## src/hw/rtl/crc8cfr_pkg.sv

```systemverilog
// Package: transfer types, status codes and the CRC-8 byte update for the frame receiver.
`timescale 1ns / 1ps

package crc8cfr_pkg;

   localparam int RELAY_COUNT_DEF = 6;
   localparam int RELAY_BITS      = 6;
   localparam int COUNT_BITS      = 4;

   localparam logic [7:0] CRC_POLY = 8'h31;
   localparam logic [7:0] CRC_INIT = 8'hFF;
   localparam logic [7:0] CRC_TOP  = 8'h80;

   localparam logic [COUNT_BITS-1:0] COUNT_MAX = {COUNT_BITS{1'b1}};

   localparam logic [1:0] STATUS_OK      = 2'd0;
   localparam logic [1:0] STATUS_BAD_CRC = 2'd1;
   localparam logic [1:0] STATUS_BAD_LEN = 2'd2;

   typedef struct packed {
      logic [7:0] data_byte;
      logic       frame_end;
   } req_type;

   typedef struct packed {
      logic [1:0]            status;
      logic [RELAY_BITS-1:0] relay_states;
      logic [15:0]           volume;
   } rsp_type;

   // MSB-first CRC-8 update over one byte, unrolled to eight shift steps.
   function automatic logic [7:0] crc8_next(input logic [7:0] crc, input logic [7:0] data);
      logic [7:0] c;
      c = crc ^ data;
      for (int k = 0; k < 8; k++) begin
         if ((c & CRC_TOP) != 8'h00) begin
            c = {c[6:0], 1'b0} ^ CRC_POLY;
         end else begin
            c = {c[6:0], 1'b0};
         end
      end
      return c;
   endfunction

endpackage

```

## src/hw/rtl/crc8cfr_frame_check.sv

```systemverilog
// Frame state: byte count, running CRC, relay and volume capture, and the end-of-frame verdict.
`timescale 1ns / 1ps

module crc8cfr_frame_check #(
   parameter int RELAY_COUNT = crc8cfr_pkg::RELAY_COUNT_DEF
) (
   input  logic                 clock,
   input  logic                 reset,
   input  logic                 step,
   input  crc8cfr_pkg::req_type item,
   output crc8cfr_pkg::rsp_type result
);
   import crc8cfr_pkg::*;

   localparam logic [COUNT_BITS-1:0] FRAME_LEN  = COUNT_BITS'(RELAY_COUNT + 5);
   localparam logic [COUNT_BITS-1:0] VOL_LO_POS = COUNT_BITS'(RELAY_COUNT + 1);
   localparam logic [COUNT_BITS-1:0] VOL_HI_POS = COUNT_BITS'(RELAY_COUNT + 2);

   logic [COUNT_BITS-1:0] count_ff, count_in;
   logic [7:0]            crc_ff, crc_in;
   logic [RELAY_BITS-1:0] relay_ff, relay_in;
   logic [15:0]           volume_ff, volume_in;

   always_comb begin
      relay_in  = relay_ff;
      volume_in = volume_ff;
      for (int i = 0; i < RELAY_BITS; i++) begin
         if (i < RELAY_COUNT && count_ff == COUNT_BITS'(i + 1)) begin
            relay_in[i] = (item.data_byte != 8'h00);
         end
      end
      if (count_ff == VOL_LO_POS) begin
         volume_in[7:0] = item.data_byte;
      end
      if (count_ff == VOL_HI_POS) begin
         volume_in[15:8] = item.data_byte;
      end
      crc_in   = crc8_next(crc_ff, item.data_byte);
      count_in = (count_ff == COUNT_MAX) ? count_ff : count_ff + 1'b1;
   end

   // Length is checked before the CRC; captured fields are shown only on success.
   always_comb begin
      result = '0;
      if (count_in != FRAME_LEN) begin
         result.status = STATUS_BAD_LEN;
      end else if (crc_in != 8'h00) begin
         result.status = STATUS_BAD_CRC;
      end else begin
         result.status       = STATUS_OK;
         result.relay_states = relay_in;
         result.volume       = volume_in;
      end
   end

   always_ff @(posedge clock) begin
      if (reset || (step && item.frame_end)) begin
         count_ff  <= '0;
         crc_ff    <= CRC_INIT;
         relay_ff  <= '0;
         volume_ff <= '0;
      end else if (step) begin
         count_ff  <= count_in;
         crc_ff    <= crc_in;
         relay_ff  <= relay_in;
         volume_ff <= volume_in;
      end
   end

endmodule

```

## src/hw/rtl/crc8_checked_control_frame_receiver_top.sv

```systemverilog
// Top level of the CRC-8 checked control frame receiver: input stage, frame check, result register.
`timescale 1ns / 1ps

// A frame's last byte is registered in the input stage and its result in the result register, which
// drives rsp; the result loads once that register is free or its held result is being taken.
// Throughput: one byte per cycle; the input stage and the result register each hold one item,
// so the only stall is a final byte waiting behind an untaken result.
// Reset: synchronous, active high; clears both stages and returns the frame state to count 0,
// CRC 0xFF and cleared captures.
module crc8_checked_control_frame_receiver_top #(
   parameter int RELAY_COUNT = crc8cfr_pkg::RELAY_COUNT_DEF
) (
   input  logic                 clock,
   input  logic                 reset,
   input  logic                 req_valid,
   output logic                 req_ready,
   input  crc8cfr_pkg::req_type req,
   output logic                 rsp_valid,
   input  logic                 rsp_ready,
   output crc8cfr_pkg::rsp_type rsp
);
   import crc8cfr_pkg::*;

   logic    in_valid_ff, in_valid_in;
   req_type in_item_ff;
   logic    out_valid_ff, out_valid_in;
   rsp_type out_item_ff;
   logic    in_advance;
   logic    out_load;
   rsp_type check_result;

   // A byte that ends no frame produces no result, so it never waits on the output side.
   assign in_advance = in_valid_ff && (!in_item_ff.frame_end || !out_valid_ff || rsp_ready);
   assign out_load   = in_advance && in_item_ff.frame_end;
   assign req_ready  = !in_valid_ff || in_advance;

   assign in_valid_in  = (req_valid && req_ready) || (in_valid_ff && !in_advance);
   assign out_valid_in = out_load || (out_valid_ff && !rsp_ready);

   crc8cfr_frame_check #(
      .RELAY_COUNT(RELAY_COUNT)
   ) u_frame_check (
      .clock (clock),
      .reset (reset),
      .step  (in_advance),
      .item  (in_item_ff),
      .result(check_result)
   );

   always_ff @(posedge clock) begin
      if (reset) begin
         in_valid_ff  <= 1'b0;
         out_valid_ff <= 1'b0;
      end else begin
         in_valid_ff  <= in_valid_in;
         out_valid_ff <= out_valid_in;
      end
   end

   always_ff @(posedge clock) begin
      if (req_valid && req_ready) begin
         in_item_ff <= req;
      end
      if (out_load) begin
         out_item_ff <= check_result;
      end
   end

   assign rsp_valid = out_valid_ff;
   assign rsp       = out_item_ff;

   a_reject_clears_fields: assert property (@(posedge clock) disable iff (reset)
      out_valid_ff && out_item_ff.status != STATUS_OK
         |-> out_item_ff.relay_states == '0 && out_item_ff.volume == '0)
      else $error("rejected frame carries nonzero relay or volume fields");

   a_status_code: assert property (@(posedge clock) disable iff (reset)
      out_valid_ff |-> out_item_ff.status == STATUS_OK || out_item_ff.status == STATUS_BAD_CRC
                       || out_item_ff.status == STATUS_BAD_LEN)
      else $error("result status is not a defined code");

   a_stall_only_when_full: assert property (@(posedge clock) disable iff (reset)
      !req_ready |-> in_valid_ff && in_item_ff.frame_end && out_valid_ff && !rsp_ready)
      else $error("input stalled without a waiting final byte and a held result");

   a_result_from_frame_end: assert property (@(posedge clock) disable iff (reset)
      out_valid_ff && !$past(out_valid_ff) |-> $past(out_load))
      else $error("result appeared without a final byte leaving the input stage");

endmodule

```

## config.mk

```make
export PLATFORM = sky130hd
export DESIGN_NAME = crc8_checked_control_frame_receiver_top
export DESIGN_NICKNAME = d
export VERILOG_FILES = /design/src/hw/rtl/crc8cfr_pkg.sv /design/src/hw/rtl/crc8cfr_frame_check.sv /design/src/hw/rtl/crc8_checked_control_frame_receiver_top.sv
export SDC_FILE = /design/constraint.sdc
export NUM_CORES = 1
export LEC_CHECK = 0
export BUFFER_PORTS_ARGS = -buffer_cell sky130_fd_sc_hd__buf_2
export CORE_MARGIN = 10
export CORE_UTILIZATION = 45
export CTS_BUF_LIST = sky130_fd_sc_hd__clkbuf_4
export CTS_CLUSTER_DIAMETER = 50
export CTS_CLUSTER_SIZE = 28
export DETAILED_ROUTE_END_ITERATION = 6
export MAX_ROUTING_LAYER = met4
export PLACE_DENSITY = 0.66
export SETUP_SLACK_MARGIN = 0.3
export SLEW_MARGIN = 20
export SYNTH_ARGS = -nofsm -noshare
export SYNTH_HDL_FRONTEND = slang
export SYNTH_SLANG_ARGS = --single-unit
```

## constraint.sdc

```tcl
create_clock -name clock -period 3 [get_ports clock]
set_clock_uncertainty 0.1 [all_clocks]
set_input_delay 0.15 -clock clock [delete_from_list [all_inputs] [get_ports clock]]
set_output_delay 0.15 -clock clock [all_outputs]
set_load 0.03 [all_outputs]
```

### After elaboration in Yosys (flattened, before gate mapping)

Index checks and enable logic that the tools add are counted.

* flip-flop bits (word level): 69
* word-level logic and storage cells: 68

* bitwise logic cells: 9
* add/subtract/negate cells: 1
* multiplexer cells: 18
* reductions and logical operators: 19
* equality and inequality tests: 10

Operators by type and width (count)
* 2-to-1 mux 6 bit: 8
* inverter 3 bit: 8
* equality test 4 x 3 -> 1 bit (second input constant): 4
* 2-to-1 mux 8 bit: 2
* nonzero test 8 bit: 2
* equality test 4 x 2 -> 1 bit (second input constant): 2
* equality test 4 bit (second input constant): 2
* bitwise XOR 8 bit: 1
* 2-to-1 mux 1 bit: 7
* logical OR 1 bit: 6
* logical AND 1 bit: 5
* logical NOT 1 bit: 5
* adder 4 x 1 -> 4 bit (second input constant): 1
* equality test 4 x 1 -> 1 bit (second input constant): 1
* 2-to-1 mux 4 bit: 1
* != test 4 bit (second input constant): 1
* OR reduction 2 bit: 1

### Depth between registers and ports, before layout

* depth after elaboration: 19
* depth in mapped cells: 7
* depth with buffers taken out: 5

### By module

Synthesis repeated with hierarchy kept, for this count alone.

* cell total of the unflattened synthesis: 295
* area total of the unflattened synthesis: 3213.1 um^2

Modules (own cells, without submodules)
* crc8cfr_frame_check: cells an instance 250, area each 2118.3 um^2, instances 1
* crc8_checked_control_frame_receiver_top: cells an instance 45, area each 1094.8 um^2, instances 1

### Least setup slack after synthesis

OpenSTA, ideal clock, no wires.

* path type: register to register
* start point: reg out_valid_ff (netlist: rsp_valid)
* end point: reg u_frame_check.count_ff[3]
* period minus slack after synthesis: 2742 ps
* arrival time: 2515 ps
* setup time: 128 ps
* path slack: 258 ps
* cell stages (with the launch flop): 8
* cells stage by stage: dfxtp_1 nand2b_1 o21ai_1 nor2_1 or2_1 clkbuf_1 clkbuf_1 nor2_1

* word-level cells in the longest chain between the ends: 6

RTL lines
* start, declared: RTL line crc8_checked_control_frame_receiver_top.sv:26 `logic out_valid_ff, out_valid_in;`
* start signal, assigned: RTL line crc8_checked_control_frame_receiver_top.sv:56 `out_valid_ff <= out_valid_in;`
* logical NOT 1 bit: RTL line crc8_checked_control_frame_receiver_top.sv:33 `assign in_advance = in_valid_ff && (!in_item_ff.frame_end || !out_valid_ff || rsp_ready);`
* logical OR 1 bit (2 in series): RTL line crc8_checked_control_frame_receiver_top.sv:33
* logical AND 1 bit: RTL line crc8_checked_control_frame_receiver_top.sv:33
* logical AND 1 bit
* named net out_load: RTL line crc8_checked_control_frame_receiver_top.sv:29 `logic out_load;`
* logical OR 1 bit: RTL line crc8cfr_frame_check.sv:57 `if (reset || (step && item.frame_end)) begin`
* end signal, assigned: RTL line crc8cfr_frame_check.sv:63 `count_ff <= count_in;`
* end, declared: RTL line crc8cfr_frame_check.sv:19 `logic [COUNT_BITS-1:0] count_ff, count_in;`

The timed path passes the listed nets, and every way through them passes these cells.
A chain may end at the register's enable or synchronous reset.

### Final worst setup path

* start point: reg in_item_ff[7] (netlist name)
* end point: reg out_item_ff, in the netlist rsp[19], data pin

* word-level cells in the longest chain between the ends: 11

RTL lines
* start, declared: RTL line crc8_checked_control_frame_receiver_top.sv:25 `req_type in_item_ff;`
* start signal, assigned: RTL line crc8_checked_control_frame_receiver_top.sv:62 `in_item_ff <= req;`
* bitwise XOR 8 bit: RTL line crc8cfr_pkg.sv:34 `c = crc ^ data;`
* 2-to-1 mux 6 bit (4 in series): RTL line crc8cfr_pkg.sv:36 `if ((c & CRC_TOP) != 8'h00) begin`
* inverter 3 bit (no line)
* 2-to-1 mux 6 bit: RTL line crc8cfr_pkg.sv:36
* inverter 3 bit (no line)
* 2-to-1 mux 6 bit: RTL line crc8cfr_pkg.sv:36
* nonzero test 8 bit: RTL line crc8cfr_frame_check.sv:47 `end else if (crc_in != 8'h00) begin`
* OR reduction 2 bit (no line)
* end signal, assigned: RTL line crc8_checked_control_frame_receiver_top.sv:65 `out_item_ff <= check_result;`
* end, declared: RTL line crc8_checked_control_frame_receiver_top.sv:27 `rsp_type out_item_ff;`

Parallel ways exist; a longest one is shown, timed or not.

==> impl_metrics.env <==
export IMPL_io_pins=39
export IMPL_h_tree_depth=3
export IMPL_arrival_ns=2.42
export IMPL_combPwrFrac_pct=14.7
export IMPL_clkLatencyLatePin_ns=0.40
export IMPL_cts_tree="built"
export IMPL_dpl_hpwl_um=4545
export IMPL_cts_clk_slew_worst_paths_ns=0.11
export IMPL_ys_ff_latch=69
export IMPL_required_ns=3.03
export IMPL_reg2reg_depth=5
export IMPL_yosys_warnings=0
export IMPL_die_area_sq_um=10610
export IMPL_status="finished, final reports clean"
export IMPL_instances_no_fill=423
export IMPL_core_area_sq_um=6756
export IMPL_synth_area_leaders="edfxtp_1 32%, dfxtp_1 23%, mux2i_1 7.7%"
export IMPL_synth_edf_count=33
export IMPL_drv_slew=0
export IMPL_fin_crit_ns=2.388
export IMPL_numCtsBuffers=9
export IMPL_num_antenna_cells=0
export IMPL_layout_drive_gt1_share_pct=19.24
export IMPL_vias=2235
export IMPL_ys_async_sr_fraction_pct=0
export IMPL_yosysTopAreaCellShare_pct=31.96
export IMPL_io_buffers=38
export IMPL_grt_pass1_vias=2218
export IMPL_antenna_found_initial=0
export IMPL_ys_types=33
export IMPL_end_kind="flip-flop"
export IMPL_start_util_pct=45.89
export IMPL_drt_iter0_drc=164
export IMPL_wl_um=6548
export IMPL_post_synth_top_area_cell="edfxtp_1"
export IMPL_rsz0062_at_grt="no"
export IMPL_seq_power_share_pct=54.6
export IMPL_yosys_most_used_dff="dfxtp_1"
export IMPL_nFillCells=626
export IMPL_fmax_mhz=418.8
export IMPL_post_cts_setup_buffers=0
export IMPL_p_sw_w=0.0004925
export IMPL_drv_cap=0
export IMPL_syn2layout_area_growth_pct=17.19
export IMPL_grt_total_usage_pct=13.41
export IMPL_route_detailed_drc=0
export IMPL_postRouteAntennaNets=0
export IMPL_wire_per_inst_um=15.48
export IMPL_syn_avg_cell_area_sq_um=10.80
export IMPL_grt_max_degree=27
export IMPL_syn_nets=304
export IMPL_min_path_type="in -> reg"
export IMPL_synthCells=287
export IMPL_fin_nets=355
export IMPL_overflow=0
export IMPL_setup_violations=0
export IMPL_clock_path_buffers=2
export IMPL_setup_tns_ns=0
export IMPL_critical_path_class="reg -> reg"
export IMPL_slew_headroom_pct=57.97
export IMPL_p_leak_nw=1.468
export IMPL_synth_area_sq_um=3100
export IMPL_powerDensity_nw_per_um2=527.1
export IMPL_die_h_um=103.0
export IMPL_drtPass1Iterations=4
export IMPL_worst_pin_slew_ns=0.6249
export IMPL_holdPathStages=4
export IMPL_yosysSeqAreaShare_pct=55.21
export IMPL_cts_root_buf="clkbuf_4"
export IMPL_routabilityCongestion=0.8154
export IMPL_die_w_um=103.0
export IMPL_critPathMaxFanout=22
export IMPL_place_inst=395
export IMPL_fp_row_count=30
export IMPL_post_route_period_util_pct=79.59
export IMPL_viasPerCell=5.284
export IMPL_internal_power_w=0.001423
export IMPL_p_clk_share_pct=30.6
export IMPL_hold_viol_final=0
export IMPL_grt_pass1_wl_um=10690
export IMPL_switching_share_pct=25.71
export IMPL_peakVddDrop_mv=0.3026
export IMPL_clock_sinks=69
export IMPL_worstSetupStartpointType="flip-flop"
state kept, by name (all words and copies together), names as in the netlist:
register / count
u_frame_check.volume_ff: 16
in_item_ff: 9
in_valid_ff: 1
rsp: 24
u_frame_check.count_ff: 4
u_frame_check.relay_ff: 6
rsp_valid: 1
u_frame_check.crc_ff: 8
metrics by stage:
stage | utilization, % | total power (W) | cell area (sq um) | setup slack [ns] | hold slack, ns
after floorplan | - | 0.001276 | 3103 | 0.6658 | 0.1191
after global placement | 49.94 | 0.001335 | 3374 | 0.6989 | 0.2265
after detailed placement | 49.94 | 0.001338 | 3374 | 0.6285 | 0.2281
after CTS | 53.78 | 0.001934 | 3633 | 0.6117 | 0.1653
after global routing | 53.78 | 0.002003 | 3633 | 0.4507 | 0.1926
final | 53.78 | 0.001915 | 3633 | 0.6123 | 0.1840
path summary, 6_finish.rpt:
path	start	endpoint	slack, ns
setup / recovery	in_item_ff[7]	rsp[19]	0.61
hold / removal	req_valid	in_item_ff[0]	0.18
setup reg to reg	in_item_ff[7]	rsp[19]	0.61
hold reg to reg	u_frame_check.crc_ff[6]	u_frame_check.crc_ff[6]	0.41
cell usage in the layout, fill, tap and decap left out, drive strengths merged, types with 2 or more instances in the layout:
cell	count
buf	47
dfxtp	36
edfxtp	33
nor2	33
nand3	27
nand2	27
a21oi	25
mux2i	24
xnor2	15
dlygate4sd3	12
clkbuf	10
a311oi	6
xnor3	5
inv	4
nor2b	4
o211ai	4
ha	4
nand2b	3
o21ai	3
clkinv	3
a31oi	2
nor4	2
nand4	2
xor2	2
clkinvlp	2
power groups by stage:
stage | logic [W] | clock network, W | registers, W
6_report | 0.000282 | 0.000587 | 0.00105
5_1_grt | 0.000306 | 0.000646 | 0.00105
4_1_cts | 0.000284 | 0.000605 | 0.00105
3_5_place_dp | 0.000270 | 0 | 0.00107
3_3_place_gp | 0.000268 | 0 | 0.00107
2_1_floorplan | 0.000206 | 0 | 0.00107
Yosys cell counts, types with 2 or more instances:
| master | count |
|---|---|
| o211ai_1 | 4 |
| buf_6 | 2 |
| xnor2_1 | 15 |
| mux2i_1 | 24 |
| nand3_1 | 27 |
| dfxtp_1 | 36 |
| edfxtp_1 | 33 |
| inv_1 | 4 |
| nor2b_1 | 4 |
| nand2b_1 | 2 |
| a31oi_1 | 2 |
| nor4_1 | 2 |
| xnor3_1 | 4 |
| nand2_1 | 27 |
| a21oi_1 | 25 |
| a311oi_1 | 6 |
| ha_1 | 4 |
| xor2_1 | 2 |
| clkbuf_1 | 16 |
| o21ai_0 | 2 |
| nand4_1 | 2 |
| nor2_1 | 33 |
area by class of cell:
| type | instances | area [sq um] | area share (%) |
|---|---|---|---|
| inverter | 4 | 15.01 | 0.4132 |
| sequential | 69 | 1712 | 47.11 |
| tap | 80 | 100.1 | 2.755 |
| multi-input combinational | 195 | 1290 | 35.50 |
| timing repair buffer | 59 | 377.9 | 10.40 |
| clock inverter | 6 | 63.81 | 1.756 |
| clock buffer | 10 | 75.07 | 2.066 |
metal layers:
| layer | GRT usage (%) | up-vias | routed length [um] |
|---|---|---|---|
| met5 | - | - | 0 |
| li1 | - | 1121 | - |
| met4 | 6.631 | 0 | 93 |
| met1 | 15.91 | 1025 | 2951 |
| met2 | 20.67 | 75 | 3106 |
| met3 | 3.552 | 14 | 396 |
cell families (layout without fill, tap and decap cells):
family / count (synthesis) / after routing / share of synthesized area, %
adders and majority gates: 4 / 4 / 1.614
xor gates and xnor gates: 23 / 23 / 9.241
buffers and inverters: 23 / 79 / 3.269
muxes: 24 / 24 / 7.748
and+or+nand+nor: 103 / 103 / 15.09
DFF: 69 / 69 / 55.21
AOI/OAI and AO/OA: 41 / 41 / 7.829
worst max-delay path, cell delays in order, from the launching register on:
cell	delay (ns)
edfxtp_1	0.49
xor2_1	0.29
xnor3_2	0.55
and4b_1	0.24
nand2b_2	0.35
a311oi_1	0.08
repair_timing:
item                                   CTS  global route
resized for setup                        0             0
hold buffers                            12             0
endpoints found under the hold margin   11             0
Note: power is estimated with default switching activity, not from simulation.
